## src/hrbr_pkg.sv

```systemverilog
// ----------------------------------------------------------------------------
// hrbr_pkg
// Shared widths, reset values, codes, payload types and the direction
// classifier of the rollback brake ramp.
// ----------------------------------------------------------------------------
package hrbr_pkg;

   localparam int HALL_W     = 3;
   localparam int VEL_W      = 16;
   localparam int TIME_W     = 32;
   localparam int THR_W      = 15;
   localparam int INTERVAL_W = 16;
   localparam int STEP_W     = 6;
   localparam int DUTY_W     = 8;
   localparam int CSR_DATA_W = 16;
   localparam int HIST_DEPTH = 4;

   localparam logic [THR_W-1:0]      THR_RESET      = THR_W'(80);
   localparam logic [INTERVAL_W-1:0] INTERVAL_RESET = INTERVAL_W'(100);
   localparam logic [STEP_W-1:0]     STEP_RESET     = STEP_W'(5);
   localparam logic [DUTY_W-1:0]     DUTY_MAX_RESET = DUTY_W'(100);

   typedef enum logic [1:0] {
      CSR_VEL_THRESHOLD = 2'd0,
      CSR_INTERVAL_MS   = 2'd1,
      CSR_DUTY_STEP     = 2'd2,
      CSR_DUTY_MAX      = 2'd3
   } csr_index_type;

   typedef enum logic [1:0] {
      DIR_NONE = 2'd0,
      DIR_BACK = 2'd1,
      DIR_GO   = 2'd2
   } dir_type;

   typedef enum logic {
      CMD_CAPTURE   = 1'b0,
      CMD_EMERGENCY = 1'b1
   } cmd_type;

   typedef struct packed {
      logic [THR_W-1:0]      velocity_threshold;
      logic [INTERVAL_W-1:0] interval_ms;
      logic [STEP_W-1:0]     duty_step;
      logic [DUTY_W-1:0]     duty_max;
   } cfg_type;

   typedef struct packed {
      cmd_type                  cmd;
      logic [HALL_W-1:0]        hall_code;
      logic                     timer_started;
      logic signed [VEL_W-1:0]  measured_velocity;
      logic [TIME_W-1:0]        now_ms;
   } req_item_type;

   typedef struct packed {
      dir_type             direction_out;
      logic [DUTY_W-1:0]   duty_out;
      logic                pins_updated;
      logic                dir_pin_a;
      logic                dir_pin_b;
   } rsp_item_type;

   // Direction from the differences of four successive hall codes.
   function automatic dir_type hrbr_classify(input logic [HALL_W-1:0] h0,
                                             input logic [HALL_W-1:0] h1,
                                             input logic [HALL_W-1:0] h2,
                                             input logic [HALL_W-1:0] h3);
      logic signed [HALL_W:0] d01;
      logic signed [HALL_W:0] d12;
      logic signed [HALL_W:0] d23;
      logic                   back;
      logic                   go;
      d01  = signed'({1'b0, h0}) - signed'({1'b0, h1});
      d12  = signed'({1'b0, h1}) - signed'({1'b0, h2});
      d23  = signed'({1'b0, h2}) - signed'({1'b0, h3});
      back = (d01 == -4'sd1 && d23 == -4'sd1) || (d01 == -4'sd2 && d23 == -4'sd2) ||
             (d01 == 4'sd3 && d23 == 4'sd3) ||
             d12 == -4'sd2 || d12 == 4'sd3 || d12 == -4'sd1;
      go   = (d01 == 4'sd1 && d23 == 4'sd1) || (d01 == 4'sd2 && d23 == 4'sd2) ||
             (d01 == -4'sd3 && d23 == -4'sd3) ||
             d12 == 4'sd2 || d12 == -4'sd3 || d12 == 4'sd1;
      if (back) begin
         return DIR_BACK;
      end else if (go) begin
         return DIR_GO;
      end
      return DIR_NONE;
   endfunction

endpackage

```

## src/hrbr_req_if.sv

```systemverilog
// ----------------------------------------------------------------------------
// hrbr_req_if
// Sample channel: hall code, velocity and timestamp beats.
// ----------------------------------------------------------------------------
interface hrbr_req_if;
   import hrbr_pkg::*;

   logic                    valid;
   logic                    ready;
   cmd_type                 cmd;
   logic [HALL_W-1:0]       hall_code;
   logic                    timer_started;
   logic signed [VEL_W-1:0] measured_velocity;
   logic [TIME_W-1:0]       now_ms;

   modport source (output valid, cmd, hall_code, timer_started, measured_velocity,
                   now_ms, input ready);
   modport sink   (input valid, cmd, hall_code, timer_started, measured_velocity,
                   now_ms, output ready);
endinterface

```

## src/hrbr_rsp_if.sv

```systemverilog
// ----------------------------------------------------------------------------
// hrbr_rsp_if
// Result channel: direction, duty and pin levels, one beat per sample.
// ----------------------------------------------------------------------------
interface hrbr_rsp_if;
   import hrbr_pkg::*;

   logic              valid;
   logic              ready;
   dir_type           direction_out;
   logic [DUTY_W-1:0] duty_out;
   logic              pins_updated;
   logic              dir_pin_a;
   logic              dir_pin_b;

   modport source (output valid, direction_out, duty_out, pins_updated, dir_pin_a,
                   dir_pin_b, input ready);
   modport sink   (input valid, direction_out, duty_out, pins_updated, dir_pin_a,
                   dir_pin_b, output ready);
endinterface

```

## src/hrbr_csr_if.sv

```systemverilog
// ----------------------------------------------------------------------------
// hrbr_csr_if
// Register write channel.
// ----------------------------------------------------------------------------
interface hrbr_csr_if;
   import hrbr_pkg::*;

   logic                  valid;
   logic                  ready;
   csr_index_type         index;
   logic [CSR_DATA_W-1:0] data;

   modport source (output valid, index, data, input ready);
   modport sink   (input valid, index, data, output ready);
endinterface

```

## src/hrbr_csr.sv

```systemverilog
// ----------------------------------------------------------------------------
// hrbr_csr
// Configuration registers; writes are always taken.
// ----------------------------------------------------------------------------
module hrbr_csr (
   input  logic            clock,
   input  logic            reset,
   hrbr_csr_if.sink        csr_chan,
   output hrbr_pkg::cfg_type cfg
);
   import hrbr_pkg::*;

   cfg_type cfg_ff;
   cfg_type cfg_in;

   assign csr_chan.ready = 1'b1;
   assign cfg            = cfg_ff;

   always_comb begin
      cfg_in = cfg_ff;
      if (csr_chan.valid) begin
         unique case (csr_chan.index)
            CSR_VEL_THRESHOLD: cfg_in.velocity_threshold = csr_chan.data[THR_W-1:0];
            CSR_INTERVAL_MS:   cfg_in.interval_ms        = csr_chan.data[INTERVAL_W-1:0];
            CSR_DUTY_STEP:     cfg_in.duty_step          = csr_chan.data[STEP_W-1:0];
            CSR_DUTY_MAX:      cfg_in.duty_max           = csr_chan.data[DUTY_W-1:0];
            default:           cfg_in = cfg_ff;
         endcase
      end
   end

   always_ff @(posedge clock) begin
      if (reset) begin
         cfg_ff.velocity_threshold <= THR_RESET;
         cfg_ff.interval_ms        <= INTERVAL_RESET;
         cfg_ff.duty_step          <= STEP_RESET;
         cfg_ff.duty_max           <= DUTY_MAX_RESET;
      end else begin
         cfg_ff <= cfg_in;
      end
   end

endmodule

```

## src/hrbr_engine.sv

```systemverilog
// ----------------------------------------------------------------------------
// hrbr_engine
// Hall history, direction and duty state; computes one result per fired
// sample and updates the state in the same cycle.
// ----------------------------------------------------------------------------
module hrbr_engine (
   input  logic                   clock,
   input  logic                   reset,
   input  logic                   fire,
   input  hrbr_pkg::req_item_type item,
   input  hrbr_pkg::cfg_type      cfg,
   output hrbr_pkg::rsp_item_type result
);
   import hrbr_pkg::*;

   logic [HALL_W-1:0] hist_ff [HIST_DEPTH];
   logic [HALL_W-1:0] hist_in [HIST_DEPTH];
   logic              armed_ff, armed_in;
   dir_type           dir_ff, dir_in;
   logic [DUTY_W-1:0] duty_ff, duty_in;
   logic [TIME_W-1:0] last_ff, last_in;

   logic signed [VEL_W:0]   vel_ext;
   logic signed [VEL_W:0]   thr_ext;
   logic                    vel_act;
   logic                    vel_pos;
   logic                    vel_neg;
   logic                    elapsed;
   logic [TIME_W-1:0]       since;
   dir_type                 cls;
   logic [DUTY_W:0]         up_sum;
   logic [DUTY_W-1:0]       duty_up;
   logic [DUTY_W-1:0]       duty_down;
   logic                    pins;
   logic                    pin_a;
   logic                    pin_b;

   assign vel_ext = signed'({item.measured_velocity[VEL_W-1], item.measured_velocity});
   assign thr_ext = signed'({2'b00, cfg.velocity_threshold});
   assign vel_act = (vel_ext <= -thr_ext) || (vel_ext >= thr_ext);
   assign vel_neg = item.measured_velocity[VEL_W-1];
   assign vel_pos = !vel_neg && (item.measured_velocity != '0);

   assign since   = item.now_ms - last_ff;
   assign elapsed = since >= {{(TIME_W-INTERVAL_W){1'b0}}, cfg.interval_ms};

   // Classification sees the fourth code as the one being stored now.
   assign cls = hrbr_classify(hist_ff[0], hist_ff[1], hist_ff[2], item.hall_code);

   // Saturating ramp in both directions.
   assign up_sum = {1'b0, duty_ff} + {{(DUTY_W+1-STEP_W){1'b0}}, cfg.duty_step};
   always_comb begin
      duty_up = duty_ff;
      if (duty_ff < cfg.duty_max) begin
         duty_up = (up_sum > {1'b0, cfg.duty_max}) ? cfg.duty_max : up_sum[DUTY_W-1:0];
      end
      duty_down = duty_ff;
      if (duty_ff != '0) begin
         duty_down = (duty_ff > {{(DUTY_W-STEP_W){1'b0}}, cfg.duty_step})
                   ? duty_ff - {{(DUTY_W-STEP_W){1'b0}}, cfg.duty_step} : '0;
      end
   end

   always_comb begin
      hist_in  = hist_ff;
      armed_in = armed_ff;
      dir_in   = dir_ff;
      duty_in  = duty_ff;
      last_in  = last_ff;
      pins     = 1'b0;
      pin_a    = 1'b0;
      pin_b    = 1'b0;
      if (fire) begin
         if (item.cmd == CMD_CAPTURE) begin
            if (armed_ff && item.timer_started) begin
               hist_in[0] = item.hall_code;
               armed_in   = 1'b0;
            end
         end else if (vel_act) begin
            priority if (hist_ff[0] != item.hall_code && hist_ff[1] == '0) begin
               hist_in[1] = item.hall_code;
            end else if (hist_ff[1] != item.hall_code && hist_ff[1] != '0 &&
                         hist_ff[2] == '0) begin
               hist_in[2] = item.hall_code;
            end else if (hist_ff[2] != item.hall_code && hist_ff[1] != '0 &&
                         hist_ff[2] != '0 && hist_ff[3] == '0) begin
               hist_in[3] = item.hall_code;
               if (cls != DIR_NONE) begin
                  dir_in = cls;
               end
            end else begin
               hist_in = hist_ff;
            end

            if (elapsed) begin
               last_in = item.now_ms;
               unique case (dir_in)
                  DIR_BACK: begin
                     pins  = 1'b1;
                     pin_b = 1'b1;
                     if (vel_pos) begin
                        duty_in = duty_up;
                     end else if (vel_neg) begin
                        duty_in = duty_down;
                     end
                  end
                  DIR_GO: begin
                     pins  = 1'b1;
                     pin_a = 1'b1;
                     if (vel_neg) begin
                        duty_in = duty_up;
                     end else if (vel_pos) begin
                        duty_in = duty_down;
                     end
                  end
                  default: begin
                     pins = 1'b0;
                  end
               endcase
            end
         end
      end
   end

   assign result.direction_out = dir_in;
   assign result.duty_out      = duty_in;
   assign result.pins_updated  = pins;
   assign result.dir_pin_a     = pin_a;
   assign result.dir_pin_b     = pin_b;

   always_ff @(posedge clock) begin
      if (reset) begin
         for (int i = 0; i < HIST_DEPTH; i++) begin
            hist_ff[i] <= '0;
         end
         armed_ff <= 1'b1;
         dir_ff   <= DIR_NONE;
         duty_ff  <= '0;
         last_ff  <= '0;
      end else begin
         hist_ff  <= hist_in;
         armed_ff <= armed_in;
         dir_ff   <= dir_in;
         duty_ff  <= duty_in;
         last_ff  <= last_in;
      end
   end

endmodule

```

## src/hall_rollback_brake_ramp_core.sv

```systemverilog
// ----------------------------------------------------------------------------
// hall_rollback_brake_ramp_core
// Rollback brake ramp with hall-code direction detection.
// ----------------------------------------------------------------------------
// Takes one sample beat per clock while results are taken and returns one
// result beat per sample, in order. A sample is registered on acceptance,
// evaluated against the hall history, direction and duty state once the
// output register is free or being taken, and its result is held in that
// register, from which the result beat is offered. The state is updated as
// each result is registered, so back-to-back samples are sustained at one per
// clock while the result side keeps taking beats. Register writes are taken
// at once and should only be made while no sample is in flight.
module hall_rollback_brake_ramp_core (
   input  logic       clock,
   input  logic       reset,
   hrbr_req_if.sink   req_chan,
   hrbr_rsp_if.source rsp_chan,
   hrbr_csr_if.sink   csr_chan
);
   import hrbr_pkg::*;

   cfg_type      cfg;
   req_item_type in_item_ff;
   req_item_type in_item_in;
   logic         in_valid_ff, in_valid_in;
   rsp_item_type out_item_ff;
   rsp_item_type out_item_in;
   logic         out_valid_ff, out_valid_in;
   rsp_item_type step_result;
   logic         accept;
   logic         advance;

   assign advance        = in_valid_ff && (!out_valid_ff || rsp_chan.ready);
   assign req_chan.ready = !in_valid_ff || advance;
   assign accept         = req_chan.valid && req_chan.ready;

   always_comb begin
      in_item_in                   = in_item_ff;
      in_item_in.cmd               = req_chan.cmd;
      in_item_in.hall_code         = req_chan.hall_code;
      in_item_in.timer_started     = req_chan.timer_started;
      in_item_in.measured_velocity = req_chan.measured_velocity;
      in_item_in.now_ms            = req_chan.now_ms;
      if (!accept) begin
         in_item_in = in_item_ff;
      end
      in_valid_in  = accept || (in_valid_ff && !advance);
      out_item_in  = advance ? step_result : out_item_ff;
      out_valid_in = advance || (out_valid_ff && !rsp_chan.ready);
   end

   hrbr_csr u_csr (
      .clock    (clock),
      .reset    (reset),
      .csr_chan (csr_chan),
      .cfg      (cfg)
   );

   hrbr_engine u_engine (
      .clock  (clock),
      .reset  (reset),
      .fire   (advance),
      .item   (in_item_ff),
      .cfg    (cfg),
      .result (step_result)
   );

   always_ff @(posedge clock) begin
      if (reset) begin
         in_valid_ff  <= 1'b0;
         out_valid_ff <= 1'b0;
      end else begin
         in_valid_ff  <= in_valid_in;
         out_valid_ff <= out_valid_in;
      end
   end

   always_ff @(posedge clock) begin
      in_item_ff  <= in_item_in;
      out_item_ff <= out_item_in;
   end

   assign rsp_chan.valid         = out_valid_ff;
   assign rsp_chan.direction_out = out_item_ff.direction_out;
   assign rsp_chan.duty_out      = out_item_ff.duty_out;
   assign rsp_chan.pins_updated  = out_item_ff.pins_updated;
   assign rsp_chan.dir_pin_a     = out_item_ff.dir_pin_a;
   assign rsp_chan.dir_pin_b     = out_item_ff.dir_pin_b;

endmodule

```

## src/flat_wrapper.sv

```systemverilog
// flat-port wrapper written by rule: the top's interface ports become plain ports
module hall_rollback_brake_ramp_core_flat import hrbr_pkg::*;
  (clock, reset, req_chan_valid, req_chan_cmd, req_chan_hall_code, req_chan_timer_started, req_chan_measured_velocity, req_chan_now_ms, req_chan_ready, rsp_chan_valid, rsp_chan_direction_out, rsp_chan_duty_out, rsp_chan_pins_updated, rsp_chan_dir_pin_a, rsp_chan_dir_pin_b, rsp_chan_ready, csr_chan_valid, csr_chan_index, csr_chan_data, csr_chan_ready);
  hrbr_req_if req_chan_i ();
  hrbr_rsp_if rsp_chan_i ();
  hrbr_csr_if csr_chan_i ();
  input  logic clock;
  input  logic reset;
  input wire logic [$bits(req_chan_i.valid)-1:0] req_chan_valid;
  input wire logic [$bits(req_chan_i.cmd)-1:0] req_chan_cmd;
  input wire logic [$bits(req_chan_i.hall_code)-1:0] req_chan_hall_code;
  input wire logic [$bits(req_chan_i.timer_started)-1:0] req_chan_timer_started;
  input wire logic [$bits(req_chan_i.measured_velocity)-1:0] req_chan_measured_velocity;
  input wire logic [$bits(req_chan_i.now_ms)-1:0] req_chan_now_ms;
  output wire logic [$bits(req_chan_i.ready)-1:0] req_chan_ready;
  output wire logic [$bits(rsp_chan_i.valid)-1:0] rsp_chan_valid;
  output wire logic [$bits(rsp_chan_i.direction_out)-1:0] rsp_chan_direction_out;
  output wire logic [$bits(rsp_chan_i.duty_out)-1:0] rsp_chan_duty_out;
  output wire logic [$bits(rsp_chan_i.pins_updated)-1:0] rsp_chan_pins_updated;
  output wire logic [$bits(rsp_chan_i.dir_pin_a)-1:0] rsp_chan_dir_pin_a;
  output wire logic [$bits(rsp_chan_i.dir_pin_b)-1:0] rsp_chan_dir_pin_b;
  input wire logic [$bits(rsp_chan_i.ready)-1:0] rsp_chan_ready;
  input wire logic [$bits(csr_chan_i.valid)-1:0] csr_chan_valid;
  input wire logic [$bits(csr_chan_i.index)-1:0] csr_chan_index;
  input wire logic [$bits(csr_chan_i.data)-1:0] csr_chan_data;
  output wire logic [$bits(csr_chan_i.ready)-1:0] csr_chan_ready;
  assign req_chan_i.valid = req_chan_valid;
  assign req_chan_i.cmd = req_chan_cmd;
  assign req_chan_i.hall_code = req_chan_hall_code;
  assign req_chan_i.timer_started = req_chan_timer_started;
  assign req_chan_i.measured_velocity = req_chan_measured_velocity;
  assign req_chan_i.now_ms = req_chan_now_ms;
  assign req_chan_ready = req_chan_i.ready;
  assign rsp_chan_valid = rsp_chan_i.valid;
  assign rsp_chan_direction_out = rsp_chan_i.direction_out;
  assign rsp_chan_duty_out = rsp_chan_i.duty_out;
  assign rsp_chan_pins_updated = rsp_chan_i.pins_updated;
  assign rsp_chan_dir_pin_a = rsp_chan_i.dir_pin_a;
  assign rsp_chan_dir_pin_b = rsp_chan_i.dir_pin_b;
  assign rsp_chan_i.ready = rsp_chan_ready;
  assign csr_chan_i.valid = csr_chan_valid;
  assign csr_chan_i.index = csr_chan_index;
  assign csr_chan_i.data = csr_chan_data;
  assign csr_chan_ready = csr_chan_i.ready;
  hall_rollback_brake_ramp_core u_core (.clock(clock), .reset(reset), .req_chan(req_chan_i), .rsp_chan(rsp_chan_i), .csr_chan(csr_chan_i));
endmodule
```

## config.mk

```make
export PLATFORM = sky130hd
export DESIGN_NAME = hall_rollback_brake_ramp_core_flat
export DESIGN_NICKNAME = d
export VERILOG_FILES = /design/src/hrbr_pkg.sv /design/src/hrbr_req_if.sv /design/src/hrbr_rsp_if.sv /design/src/hrbr_csr_if.sv /design/src/hrbr_csr.sv /design/src/hrbr_engine.sv /design/src/hall_rollback_brake_ramp_core.sv /design/src/flat_wrapper.sv
export SDC_FILE = /design/constraint.sdc
export NUM_CORES = 1
export LEC_CHECK = 0
export BUFFER_PORTS_ARGS = -buffer_cell sky130_fd_sc_hd__buf_2
export CORE_UTILIZATION = 56
export DETAILED_ROUTE_END_ITERATION = 16
export PLACE_DENSITY = 0.75
export SKIP_CTS_REPAIR_TIMING = 1
export SYNTH_ARGS = -nofsm -noshare
export SYNTH_HDL_FRONTEND = slang
export SYNTH_SLANG_ARGS = --single-unit
export TNS_END_PERCENT = 100
```

## constraint.sdc

```tcl
create_clock -name clock -period 4.1 [get_ports clock]
set_input_delay 0.615 -clock clock [delete_from_list [all_inputs] [get_ports clock]]
set_output_delay 0.615 -clock clock [all_outputs]
set_load 0.02 [all_outputs]
```

**Word level (Yosys, flattened, before mapping)**

Index checks and enable logic that the tools add are counted.

- Reduce and logical (&&, ||, !) cells: 58
- Equal/unequal tests: 26
- Order comparisons: 6
- Add/subtract/negate cells: 7
- Multiplexer cells: 33
- Bitwise logic cells: 3

Operators by type and width:

| cell | count |
|---|---|
| $mux W8 | 12 |
| $eq A4 B3 Y1 const B | 9 |
| $ge A32 B16 Y1 | 1 |
| $sub A32 B32 Y32 | 1 |
| $mux W2 | 13 |
| $eq A4 B2 Y1 const B | 6 |
| $logic_and A1 B1 Y1 | 18 |
| $le A16 B17 Y1 | 1 |
| $neg A15 Y17 | 1 |
| $ge A16 B16 Y1 | 1 |
| $pmux W8 S2 | 1 |
| $reduce_bool A16 Y1 | 1 |
| $logic_or A1 B1 Y1 | 15 |
| $eq A4 B1 Y1 const B | 3 |
| $sub A3 B3 Y4 | 3 |
| $add A8 B6 Y9 | 1 |
| $gt A9 B8 Y1 | 1 |
| $logic_not A3 Y1 | 3 |
| $ne A3 B3 Y1 | 3 |
| $gt A8 B6 Y1 | 1 |
| $lt A8 B8 Y1 | 1 |
| $reduce_and A2 Y1 | 4 |
| $reduce_and A4 Y1 | 2 |
| $reduce_bool A8 Y1 | 1 |
| other kinds (14) | 30 |

- Input port bits: 76
- Word-level logic and storage cells: 157
- Output and inout bits: 16
- Register bits after elaboration: 168

**Longest topological paths before layout**

Gate-level depths: netlist (run 1).

- Depth after elaboration: 25
- Mapped depth: 23
- Depth with buffers taken out: 21

**Hierarchy**

Synthesis (run 1) repeated with hierarchy kept, for this count alone.

- Cell total of the unflattened synthesis: 1,330
- Area, all modules: 11,917.7 µm²

By module, submodules not included:

| module | sequential area each (µm²) | instances | cells each | area an instance (µm²) |
|---|---|---|---|---|
| hrbr_engine | 1,101.1 | 1 | 1,081 | 7,998.9 |
| hall_rollback_brake_ramp_core | 2,021.9 | 1 | 76 | 2,085.8 |
| hrbr_csr | 900.9 | 1 | 173 | 1,833.0 |

**Worst setup path before layout (run 1)**

Ideal clock, no wire load.

- Path type: register to register
- Start point: reg u_core.in_item_ff[0] in the netlist's numbering
- End point: reg u_core.u_engine.last_ff[10]
- Library setup time: 0.118 ns
- Period minus slack after synthesis: 4.429 ns
- Stages on the path, launching flop included: 24
- Data required time: 3.982 ns
- Path buffers: 2
- Path slack: -0.329 ns
- Arrival time: 4.311 ns
- Cell sequence: edfxtp_1 > inv_1 > ha_1 > inv_1 > fa_1 > a211oi_2 > o21ai_1 > nand3_2 > o31ai_1 > xor2_1 > ha_1 > a21oi_1 > a21boi_0 > a31oi_1 > o211ai_1 > nor4_1 > nand4_1 > or4b_4 > nor4b_4 > and3_1 > buf_6 > nor2_4 > buf_12 > mux2i_1

- Word-level cells in the longest chain between the ends: 3

RTL lines:

| item | line | text |
|---|---|---|
| start, declared | hall_rollback_brake_ramp_core.sv:23 | `req_item_type in_item_ff;` |
| start signal, assigned | hall_rollback_brake_ramp_core.sv:79 | `in_item_ff <= in_item_in;` |
| $sub A32 B32 Y32 | hrbr_engine.sv:44 | `assign since = item.now_ms - last_ff;` |
| $ge A32 B16 Y1 | hrbr_engine.sv:45 | `assign elapsed = since >= {{(TIME_W-INTERVAL_W){1'b0}}, cfg.interval_ms};` |
| $reduce_and A4 Y1 (no line) | -- |  |
| end signal, assigned | hrbr_engine.sv:145 | `last_ff <= last_in;` |
| end, declared | hrbr_engine.sv:21 | `logic [TIME_W-1:0] last_ff, last_in;` |

Every way passes these cells.
A chain may end at the register's enable or synchronous reset.

==> flow_metrics.py, run 1 <==
metrics = {
    "worst_setup_path": {
        "crit_top_cell": "inv_2",
        "cp-end-kind": "flip-flop",
        "crit_fanout": 8,
        "arrival_ps": 4850,
        "crit_type": "flip-flop to flip-flop",
        "cp_slowest_stage_delay_ps": 510,
        "critPathSlowestCell": "or4b_4",
        "critPathBufInv": 3,
        "crit_chain": "inv_2 > ha_4 > inv_2 > fa_2 > a211oi_4 > o21ai_2 > nand3_2 > o31ai_4 > xor2_1 > ha_1 > a21oi_1 > a21boi_1 > a31oi_1 > o211ai_1 > nor4_1 > nand4_1 > or4b_4 > nor4b_4 > a31oi_4 > buf_4 > a21oi_2 > nor2_1",
        "start_kind": "flip-flop",
        "required_ps": 4280,
        "crit_family": "simple AND/OR/NAND/NOR gates",
    },
    "power": {
        "total_leakage_power_nw": 5.77,
        "total_power_mw": 4.22,
        "ir_drop_mv": 0.271,
        "p_per_area_mw_per_mm2": 302,
    },
    "timing": {
        "holdWs_ps": 351,
        "final.setup_skew_ps": 16.1,
        "setup_viol": 51,
        "worst_slew_pin_slew_ps": 1200,
        "hold_viol": 0,
        "drv_slew": 0,
        "rsz0062_at_grt": "yes",
        "worst_slack_ps": -577,
        "slew_headroom": 0.197,
        "fin_crit_ps": 4680,
        "period_share": 1.14,
        "max_freq_mhz": 214,
    },
    "global_routing": {
        "use_met1": 0.354,
        "grt_pass1_vias": 10200,
        "grt_pass1_wl_um": 48600,
        "globalRoute.busiestLayer": "met2",
        "antenna_found_initial": 1,
        "met3_usage": 0.0547,
        "use_met2": 0.475,
        "overflow": 0,
        "grt_usage": 0.279,
        "grt_max_degree": 135,
    },
    "logic_synthesis": {
        "synth_area_mm2": 0.0118,
        "synthCells": 1366,
        "synth-edff-count": 66,
        "synth_flop_cell": "dfxtp_1",
        "synth_warnings": 0,
        "synth_nets": 1565,
        "synth.distinct_cells": 85,
        "synth.avg_cell_area_um2": 8.66,
        "ys_seq_area_frac": 0.340,
        "async_flop_share": 0,
        "ys_seq_elements": 168,
    },
    "hold_path": {
        "holdCritPathClass": "input pin to flip-flop",
    },
    "final_layout": {
        "syn2layout_area_growth_pct": 18.0,
        "fin_nets": 1737,
        "final_cell_count_no_fill": 1821,
        "layout-drive-gt1-share": 0.193,
        "diodes": 0,
        "utilization": 0.681,
    },
    "placement": {
        "port-buffer-count": 90,
        "hpwl_um": 22600,
        "gp_congestion": 0.915,
        "dp_cells": 1782,
        "post-place-ws_ps": -589,
    },
    "routing": {
        "drcViolationCount": 0,
        "via_per_inst": 5.78,
        "vias": 10500,
        "routedWlPerCell_um": 16.3,
        "wl_um": 29700,
        "firstDrtPassIters": 5,
        "drtAntennaViolNets": 0,
        "drt-initial-drc-count": 683,
    },
    "run_status": {
        "failed_checks": "negative setup slack",
        "status": "finished with violations",
    },
    "floorplan": {
        "core_area_mm2": 0.0205,
        "rows": 52,
        "start_util": 0.577,
        "dieWidth_um": 147,
        "num_io_pins": 92,
        "die-area_mm2": 0.0217,
        "dieHeight_um": 147,
    },
    "clock_network": {
        "htreeDepth": 4,
        "cts-root-buf": "clkbuf_16",
        "cts_buffers": 17,
        "cts_tree": "built",
        "clkTransAtPathRegs_ps": 70,
        "numClockSinks": 168,
        "clk_latency_ps": 430,
        "clk_path_buf_depth": 2,
    },
    "flow_run": {
        "max_cap_viol_count": 0,
    },
}
==> per-layer routing <==
metal	share of wire	wire [µm]	vias to the layer above
met5	0.00057	17	-
met4	0.022	659	2
met3	0.055	1640	59
met2	0.48	14200	306
met1	0.44	13200	4980
li1	-	-	5174
==> per-stage QoR <==
step                      cell area, µm²  TNS, ps
after floorplan                    11900    -8460
after global placement             13200   -19900
after detailed placement           13200   -25020
after CTS                          13800   -26380
after global routing               14000   -34240
final                              14000   -23810
==> flip-flops by register name (all words and copies together), names as in the netlist <==
signal and cells:
u_core.in_item_ff 53, u_core.in_valid_ff 1, u_core.rsp_chan.dir_pin_a 1, u_core.rsp_chan.dir_pin_b 1, u_core.rsp_chan.direction_out 2, u_core.rsp_chan.duty_out 8, u_core.rsp_chan.pins_updated 1, u_core.rsp_chan.valid 1
u_core.u_csr.cfg 45, u_core.u_engine.armed_ff 1, u_core.u_engine.dir_ff 2, u_core.u_engine.duty_ff 8, u_core.u_engine.hist_ff 12, u_core.u_engine.last_ff 32
==> worst paths after layout <==
check | startpoint | end | slack, ps | cells after the start
min reg2reg | u_core.u_csr.cfg[15]$_SDFFE_PP0P_ | u_core.u_csr.cfg[15]$_SDFFE_PP0P_ | 460 | 2
max reg2reg | u_core.in_item_ff[0]$_DFFE_PP_ | u_core.rsp_chan.duty_out[3]$_DFFE_PP_ | -580 | 22
max | u_core.in_item_ff[0]$_DFFE_PP_ | u_core.rsp_chan.duty_out[3]$_DFFE_PP_ | -580 | 22
min | req_chan_now_ms[3] | u_core.in_item_ff[3]$_DFFE_PP_ | 350 | 1
==> worst register-to-register path: stages (launching register included) <==
cell and delay [ps]:
edfxtp_1 380, inv_2 90, ha_4 140, inv_2 40, fa_2 380, a211oi_4 240
o21ai_2 120, nand3_2 110, o31ai_4 80, xor2_1 180, ha_1 330, a21oi_1 130
a21boi_1 100, a31oi_1 140, o211ai_1 110, nor4_1 310, nand4_1 130, or4b_4 510
nor4b_4 300, a31oi_4 210, buf_4 210, a21oi_2 140, nor2_1 70
==> kinds of logic (layout without fill, tap and decap cells) <==
family | count (synthesis) | in the layout | share of synthesized area
other | 1 | 1 | 0.000317
XOR/XNOR | 47 | 47 | 0.0348
AO/OA/AOI/OAI | 314 | 314 | 0.175
adder cells (fa/ha/maj) | 123 | 123 | 0.134
multiplexers | 55 | 55 | 0.0473
flip-flops | 168 | 168 | 0.340
buffers and inverters | 174 | 359 | 0.0630
AND/OR/NAND/NOR | 484 | 484 | 0.206
==> cell type report <==
type	instances	area (µm²)
Clock inverter	8	56.3
Clock buffer	24	493
Tap cell	270	338
Sequential cell	168	4020
Timing Repair Buffer	215	1420
Multi-Input combinational cell	1024	7200
Fill cell	1673	6540
Inverter	112	420
==> synth_stat cells (all sizes together) (24+ instances only) <==
cell    count  area share
nand2     146       0.047
ha        117        0.12
a21oi     112       0.050
inv       112       0.036
dfxtp     102        0.17
nor2       98       0.032
nand2b     77       0.041
edfxtp     66        0.17
o21ai      59       0.026
mux2i      48       0.041
clkbuf     47       0.015
nor3       30       0.013
nand3      26       0.011
nand4      26       0.014
xnor2      26       0.019
a21o       24       0.015
==> placed cells by master (no fill, tap or decap), types with 21 or more instances in the layout <==
cell type,Yosys,final
buf_2,3,89
nand2_1,145,145
nand3_1,25,25
nand4_1,26,26
xor2_1,21,21
dfxtp_1,102,102
ha_1,117,115
nor3_1,30,29
xnor2_1,26,26
a21o_1,24,24
a21oi_1,106,101
o21ai_0,52,51
inv_1,112,110
edfxtp_1,66,66
buf_4,4,123
nor2_1,96,95
nand2b_1,77,77
mux2i_1,48,48
==> where the power goes <==
part	switching, mW	leakage, nW	internal (mW)
Sequential	0.0442	1.47	1.80
Clock	0.679	0.272	0.849
Combinational	0.472	4.03	0.371
Note: power is estimated with default switching activity, not from simulation.
==> run 2, diff against run 1 <==
ABC_AREA = 1   (was not set)
==> run 2 against run 1 <==
  * The run now ends clean
  * Count of clock-buffer cells in the layout is 7 lower
  * Synthesized cell count increased by 18%
  * Design area down 5.6%
  * Largest cell class unchanged
==> flow_metrics.py, run 2 <==
metrics = {
    "timing": {
        "setup_tns_ps": 0,
        "worst_slack_ps": 306,
        "slew_headroom": 0.188,
        "fin_crit_ps": 3790,
        "hold_viol": 0,
        "worst_slew_pin_slew_ps": 1220,
        "setup_viol": 0,
        "rsz0062_at_grt": "no",
        "period_share": 0.925,
        "holdWs_ps": 347,
        "max_freq_mhz": 264,
        "drv_slew": 0,
        "final.setup_skew_ps": 13.6,
    },
    "power": {
        "p_per_area_mw_per_mm2": 340,
        "total_leakage_power_nw": 6.38,
        "ir_drop_mv": 0.254,
        "total_power_mw": 4.48,
    },
    "final_layout": {
        "syn2layout_area_growth_pct": 12.0,
        "final_cell_mix": "410 x nand2_1, 280 x inv_1, 119 x a21oi_1",
        "final_cell_area_mm2": 0.0132,
        "fin_nets": 1909,
        "utilization": 0.644,
        "diodes": 0,
        "largest_reg_flops": 53,
        "top_register": "u_core.in_item_ff",
        "layout.area.seq_mm2": 0.00402,
        "fill_cells": 1878,
        "final_cell_count_no_fill": 1993,
        "multi_input_area_mm2": 0.00654,
        "layout-drive-gt1-share": 0.118,
        "layout_commonest_cell": "nand2_1",
    },
    "clock_network": {
        "clkTransAtPathRegs_ps": 70,
        "htreeDepth": 4,
        "numClockSinks": 168,
        "cts_buffers": 17,
        "clk_path_buf_depth": 2,
        "cts-root-buf": "clkbuf_16",
        "clk_latency_ps": 440,
        "cts_tree": "built",
    },
    "placement": {
        "post-place-ws_ps": 103,
        "dp_cells": 1958,
        "placed_cell_area_mm2": 0.0124,
        "gp_congestion": 0.953,
        "port-buffer-count": 90,
        "hpwl_um": 22200,
    },
    "logic_synthesis": {
        "synth.distinct_cells": 50,
        "synthAdderAreaFrac": 0.135,
        "synth.avg_cell_area_um2": 7.26,
        "synth_nets": 1817,
        "yosys-mux-area-fraction": 0,
        "synthCells": 1618,
        "synth_xor_xnor_area_share": 0.0298,
        "synthSimpleGateAreaFrac": 0.251,
        "ys_top_cells_by_area": "dfxtp_1 17%, edfxtp_1 17%, nand2_1 13%",
        "ys_seq_elements": 168,
        "ys_seq_area_frac": 0.342,
        "synth_compound_area_frac": 0.135,
        "synthTopCellsByCount": "412 x nand2_1, 281 x inv_1, 119 x a21oi_1",
        "synth.most_common_cell": "nand2_1",
        "synth_top_family_by_area": "simple AND/OR/NAND/NOR gates",
        "synth_warnings": 0,
        "synth_flop_cell": "dfxtp_1",
        "yosysTopAreaCell": "dfxtp_1",
        "synth_top_area_frac": 0.174,
        "synth_area_mm2": 0.0118,
        "async_flop_share": 0,
        "synth-edff-count": 66,
    },
    "worst_setup_path": {
        "cp-end-kind": "flip-flop",
        "start_kind": "flip-flop",
        "arrival_ps": 3970,
        "worst-r2r-cell-count": 26,
        "crit_family": "simple AND/OR/NAND/NOR gates",
        "crit_type": "flip-flop to flip-flop",
        "critPathBufInv": 3,
        "cp_slowest_stage_delay_ps": 390,
        "required_ps": 4280,
        "crit_fanout": 8,
        "r2r_slack_ps": 310,
        "crit_top_cell": "nand2_1",
        "r2r_start": "u_core.in_item_ff[0]$_DFFE_PP_",
        "timing.rr.end": "u_core.rsp_chan.duty_out[1]$_DFFE_PP_",
        "critPathSlowestCell": "edfxtp_1",
    },
    "global_routing": {
        "grt_max_degree": 83,
        "overflow": 0,
        "grt_usage": 0.273,
        "antenna_found_initial": 0,
        "grt_pass1_vias": 10000,
        "grt_pass1_wl_um": 47000,
    },
    "hold_path": {
        "holdPathStages": 1,
        "holdCritPathClass": "input pin to flip-flop",
        "hold_end": "u_core.in_item_ff[7]$_DFFE_PP_",
        "worstHoldStart": "req_chan_now_ms[7]",
    },
    "floorplan": {
        "num_io_pins": 92,
        "die-area_mm2": 0.0216,
        "start_util": 0.575,
        "dieWidth_um": 147,
        "rows": 52,
        "core_area_mm2": 0.0204,
        "dieHeight_um": 147,
    },
    "routing": {
        "drt-initial-drc-count": 731,
        "drcViolationCount": 0,
        "firstDrtPassIters": 6,
        "via_per_inst": 5.30,
        "vias": 10600,
        "drtAntennaViolNets": 0,
        "routedWlPerCell_um": 14.7,
        "wl_um": 29200,
    },
    "run_status": {
        "status": "completed",
    },
    "flow_run": {
        "max_cap_viol_count": 0,
    },
}
[run 2: cell types whose count changed after synthesis, sizes merged, moves of 44 or more]
cell	delta
o21ai	+44
nand3	+60
inv	+175
nand2	+274
mux2i	-48
nand2b	-77
[run 2: layer usage]
layer	track usage	part of all wire	up-vias
met1	0.326	0.44	4778
met3	0.0401	0.044	67
met2	0.485	0.48	290
met4	0.118	0.033	0
li1	-	-	5426
met5	0	0	-
[run 2: cell families (layout without fill, tap and decap cells)]
family                   after synthesis  in the layout
buffers and inverters                317            421
flip-flops                           168            168
adder cells (fa/ha/maj)              123            123
XOR/XNOR                              40             40
other                                  1              1
AO/OA/AOI/OAI                        281            281
AND/OR/NAND/NOR                      688            689
[run 2: area by class of cell]
type | count | share of cell area
repair buffers | 100 | 0.0441
inverters | 289 | 0.0824
well taps | 270 | 0.0257
clock inverters | 15 | 0.0132
clock buffers | 17 | 0.0323
multi-input cells | 1134 | 0.497
flip-flops and latches | 168 | 0.306
[run 2: where the power goes]
group | internal [mW] | switching (mW)
Combinational | 0.346 | 0.598
Clock | 0.959 | 0.705
Sequential | 1.82 | 0.0515
Total | 3.13 | 1.35
[run 2: how the worst max path moves through the flow]
stage / start / to / slack, ps / cells after the start
final: u_core.in_item_ff[0]$_DFFE_PP_ / u_core.rsp_chan.duty_out[1]$_DFFE_PP_ / 310 / 26
after global routing: u_core.in_item_ff[0]$_DFFE_PP_ / u_core.u_engine.last_ff[1]$_SDFFE_PP0P_ / 4 / 26
after CTS: u_core.u_csr.cfg[30]$_SDFFE_PP0P_ / u_core.rsp_chan.direction_out[0]$_DFFE_PP_ / 60 / 25
after detailed placement: u_core.u_csr.cfg[31]$_SDFFE_PP0P_ / u_core.rsp_chan.direction_out[0]$_DFFE_PP_ / 100 / 25
after global placement: u_core.in_item_ff[0]$_DFFE_PP_ / u_core.u_engine.last_ff[2]$_SDFFE_PP0P_ / 290 / 26
after floorplan: u_core.u_csr.cfg[31]$_SDFFE_PP0P_ / u_core.rsp_chan.duty_out[0]$_DFFE_PP_ / 680 / 25
==> run 3, diff against run 2 <==
CAP_MARGIN = 10   (was not set)
CTS_CLUSTER_SIZE = 24   (was not set)
RECOVER_POWER = 100   (was not set)
==> run 3 against run 2 <==
  * Clock skew barely moved
  * Register-to-register slack got worse by 70 ps
  * Sequential power barely moved
  * Utilization rose by 0.080 points
  * Sequential share of layout area barely moved
  * Count of clock-buffer cells in the layout did not move
  * Global-route usage did not move
  * The flow now finishes with violations (max-capacitance violations, max-slew violations)
  * Largest cell class unchanged
  * Final cell count rose by 0.15%
  * Highest routed layer unchanged
  * Maximum frequency fell by 1.8%
  * Combinational power barely moved
==> flow_metrics.py, run 3 (same netlist as run 2, synthesis figures left out) <==
metrics = {
    "run_status": {
        "status": "finished with violations",
        "failed_checks": "max-capacitance violations, max-slew violations",
    },
    "final_layout": {
        "syn2layout_area_growth_pct": 12.2,
        "final_cell_count_no_fill": 1996,
        "final_cell_area_mm2": 0.0132,
        "layout-drive-gt1-share": 0.111,
        "fin_nets": 1912,
        "diodes": 0,
        "top_register": "u_core.in_item_ff",
        "fill_cells": 1877,
        "layout_commonest_cell": "nand2_1",
        "utilization": 0.645,
        "largest_reg_flops": 53,
        "final_cell_mix": "410 x nand2_1, 281 x inv_1, 119 x a21oi_1",
    },
    "timing": {
        "drv_slew": 50,
        "final.setup_skew_ps": 13.8,
        "hold_viol": 0,
        "setup_viol": 0,
        "period_share": 0.942,
        "max_freq_mhz": 259,
        "fin_crit_ps": 3860,
        "slew_headroom": -0.259,
        "worst_slew_pin_slew_ps": 1890,
    },
    "floorplan": {
        "dieHeight_um": 147,
        "die-area_mm2": 0.0216,
        "core_area_mm2": 0.0204,
        "start_util": 0.575,
        "num_io_pins": 92,
        "rows": 52,
        "dieWidth_um": 147,
    },
    "worst_setup_path": {
        "startpoint": "u_core.u_csr.cfg[30]$_SDFFE_PP0P_",
        "r2r_slack_ps": 240,
        "start_kind": "flip-flop",
        "worst-r2r-cell-count": 25,
        "timing.rr.end": "u_core.rsp_chan.duty_out[3]$_DFFE_PP_",
        "crit_type": "flip-flop to flip-flop",
        "cp-endpoint": "u_core.rsp_chan.duty_out[3]$_DFFE_PP_",
        "crit_fanout": 8,
        "cp-end-kind": "flip-flop",
        "arrival_ps": 4060,
        "required_ps": 4290,
        "r2r_start": "u_core.u_csr.cfg[30]$_SDFFE_PP0P_",
    },
    "clock_network": {
        "cts-root-buf": "clkbuf_16",
        "numClockSinks": 168,
        "clk_path_buf_depth": 2,
        "cts_buffers": 17,
        "clkTransAtPathRegs_ps": 70,
        "clk_latency_ps": 440,
        "cts_tree": "built",
        "htreeDepth": 4,
    },
    "placement": {
        "hpwl_um": 22200,
        "dp_cells": 1958,
        "port-buffer-count": 90,
        "gp_congestion": 0.953,
        "placed_cell_area_mm2": 0.0124,
    },
    "routing": {
        "drcViolationCount": 0,
        "firstDrtPassIters": 7,
        "vias": 10500,
        "wl_um": 29000,
        "drtAntennaViolNets": 0,
        "routedWlPerCell_um": 14.5,
        "via_per_inst": 5.28,
        "drt-initial-drc-count": 655,
    },
    "power": {
        "total_leakage_power_nw": 6.33,
        "ir_drop_mv": 0.250,
        "p_per_area_mw_per_mm2": 340,
        "total_power_mw": 4.48,
    },
    "global_routing": {
        "antenna_found_initial": 0,
        "grt_max_degree": 83,
        "grt_pass1_wl_um": 47000,
        "grt_usage": 0.273,
        "grt_pass1_vias": 10000,
        "overflow": 0,
    },
    "hold_path": {
        "holdCritPathClass": "input pin to flip-flop",
        "holdPathStages": 1,
    },
    "flow_run": {
        "max_cap_viol_count": 1,
    },
}
run 3: how the worst min path moves through the flow:
stage                                                       start                                 endpoint
after CTS                           req_chan_measured_velocity[0]          u_core.in_item_ff[32]$_DFFE_PP_
after global placement    u_core.u_engine.last_ff[2]$_SDFFE_PP0P_  u_core.u_engine.last_ff[2]$_SDFFE_PP0P_
after detailed placement  u_core.u_engine.last_ff[2]$_SDFFE_PP0P_  u_core.u_engine.last_ff[2]$_SDFFE_PP0P_
final                               req_chan_measured_velocity[0]          u_core.in_item_ff[32]$_DFFE_PP_
after global routing                req_chan_measured_velocity[0]          u_core.in_item_ff[32]$_DFFE_PP_
after floorplan                 u_core.u_csr.cfg[15]$_SDFFE_PP0P_        u_core.u_csr.cfg[15]$_SDFFE_PP0P_
run 3: power breakdown:
group          switching [mW]  internal [mW]  total (mW)
Clock                   0.706          0.959        1.67
Sequential             0.0518           1.82        1.87
Combinational           0.597          0.344       0.942
run 3: per-stage QoR:
stage | hold WS (ps) | TNS (ps) | setup slack, ps
2_1_floorplan | 435 | 0 | 681
3_3_place_gp | 449 | 0 | 287
3_5_place_dp | 457 | 0 | 103
4_1_cts | 334 | 0 | 60.8
5_1_grt | 330 | -7.70 | -4.86
6_report | 345 | 0 | 236
run 3: worst max-delay path, stage by stage, from the launching register on:
cell and delay, ps:
dfxtp_2 340, inv_1 70, ha_2 190, nand3_2 100, nor2_1 100, nand2_1 90, nor2_1 140, nand2_1 100
nor3_2 210, nand3_1 140, xor2_1 160, ha_1 290, nand2_1 50, inv_1 60, nand3_1 100, nor3_2 210
nand3_1 130, nand3_1 110, nand2_1 50, nand4_1 140, nand2_2 120, nor2_4 180, nand3_4 170, buf_6 200
o21ai_2 120, inv_1 50
run 3: routing by layer:
metal / up-vias / wire length (µm) / GRT usage
li1: 5427 / - / -
met1: 4796 / 12800 / 0.326
met2: 259 / 14100 / 0.485
met3: 64 / 1220 / 0.0401
met4: 0 / 906 / 0.118
met5: - / 0 / 0
run 3: cell type report:
type | instances | area [µm²] | area share
clock inverter | 15 | 174 | 0.0132
timing repair buffer | 103 | 576 | 0.0437
inverter | 289 | 1080 | 0.0823
tap | 270 | 338 | 0.0256
multi-input combinational | 1134 | 6560 | 0.498
clock buffer | 17 | 425 | 0.0323
sequential | 168 | 4030 | 0.305
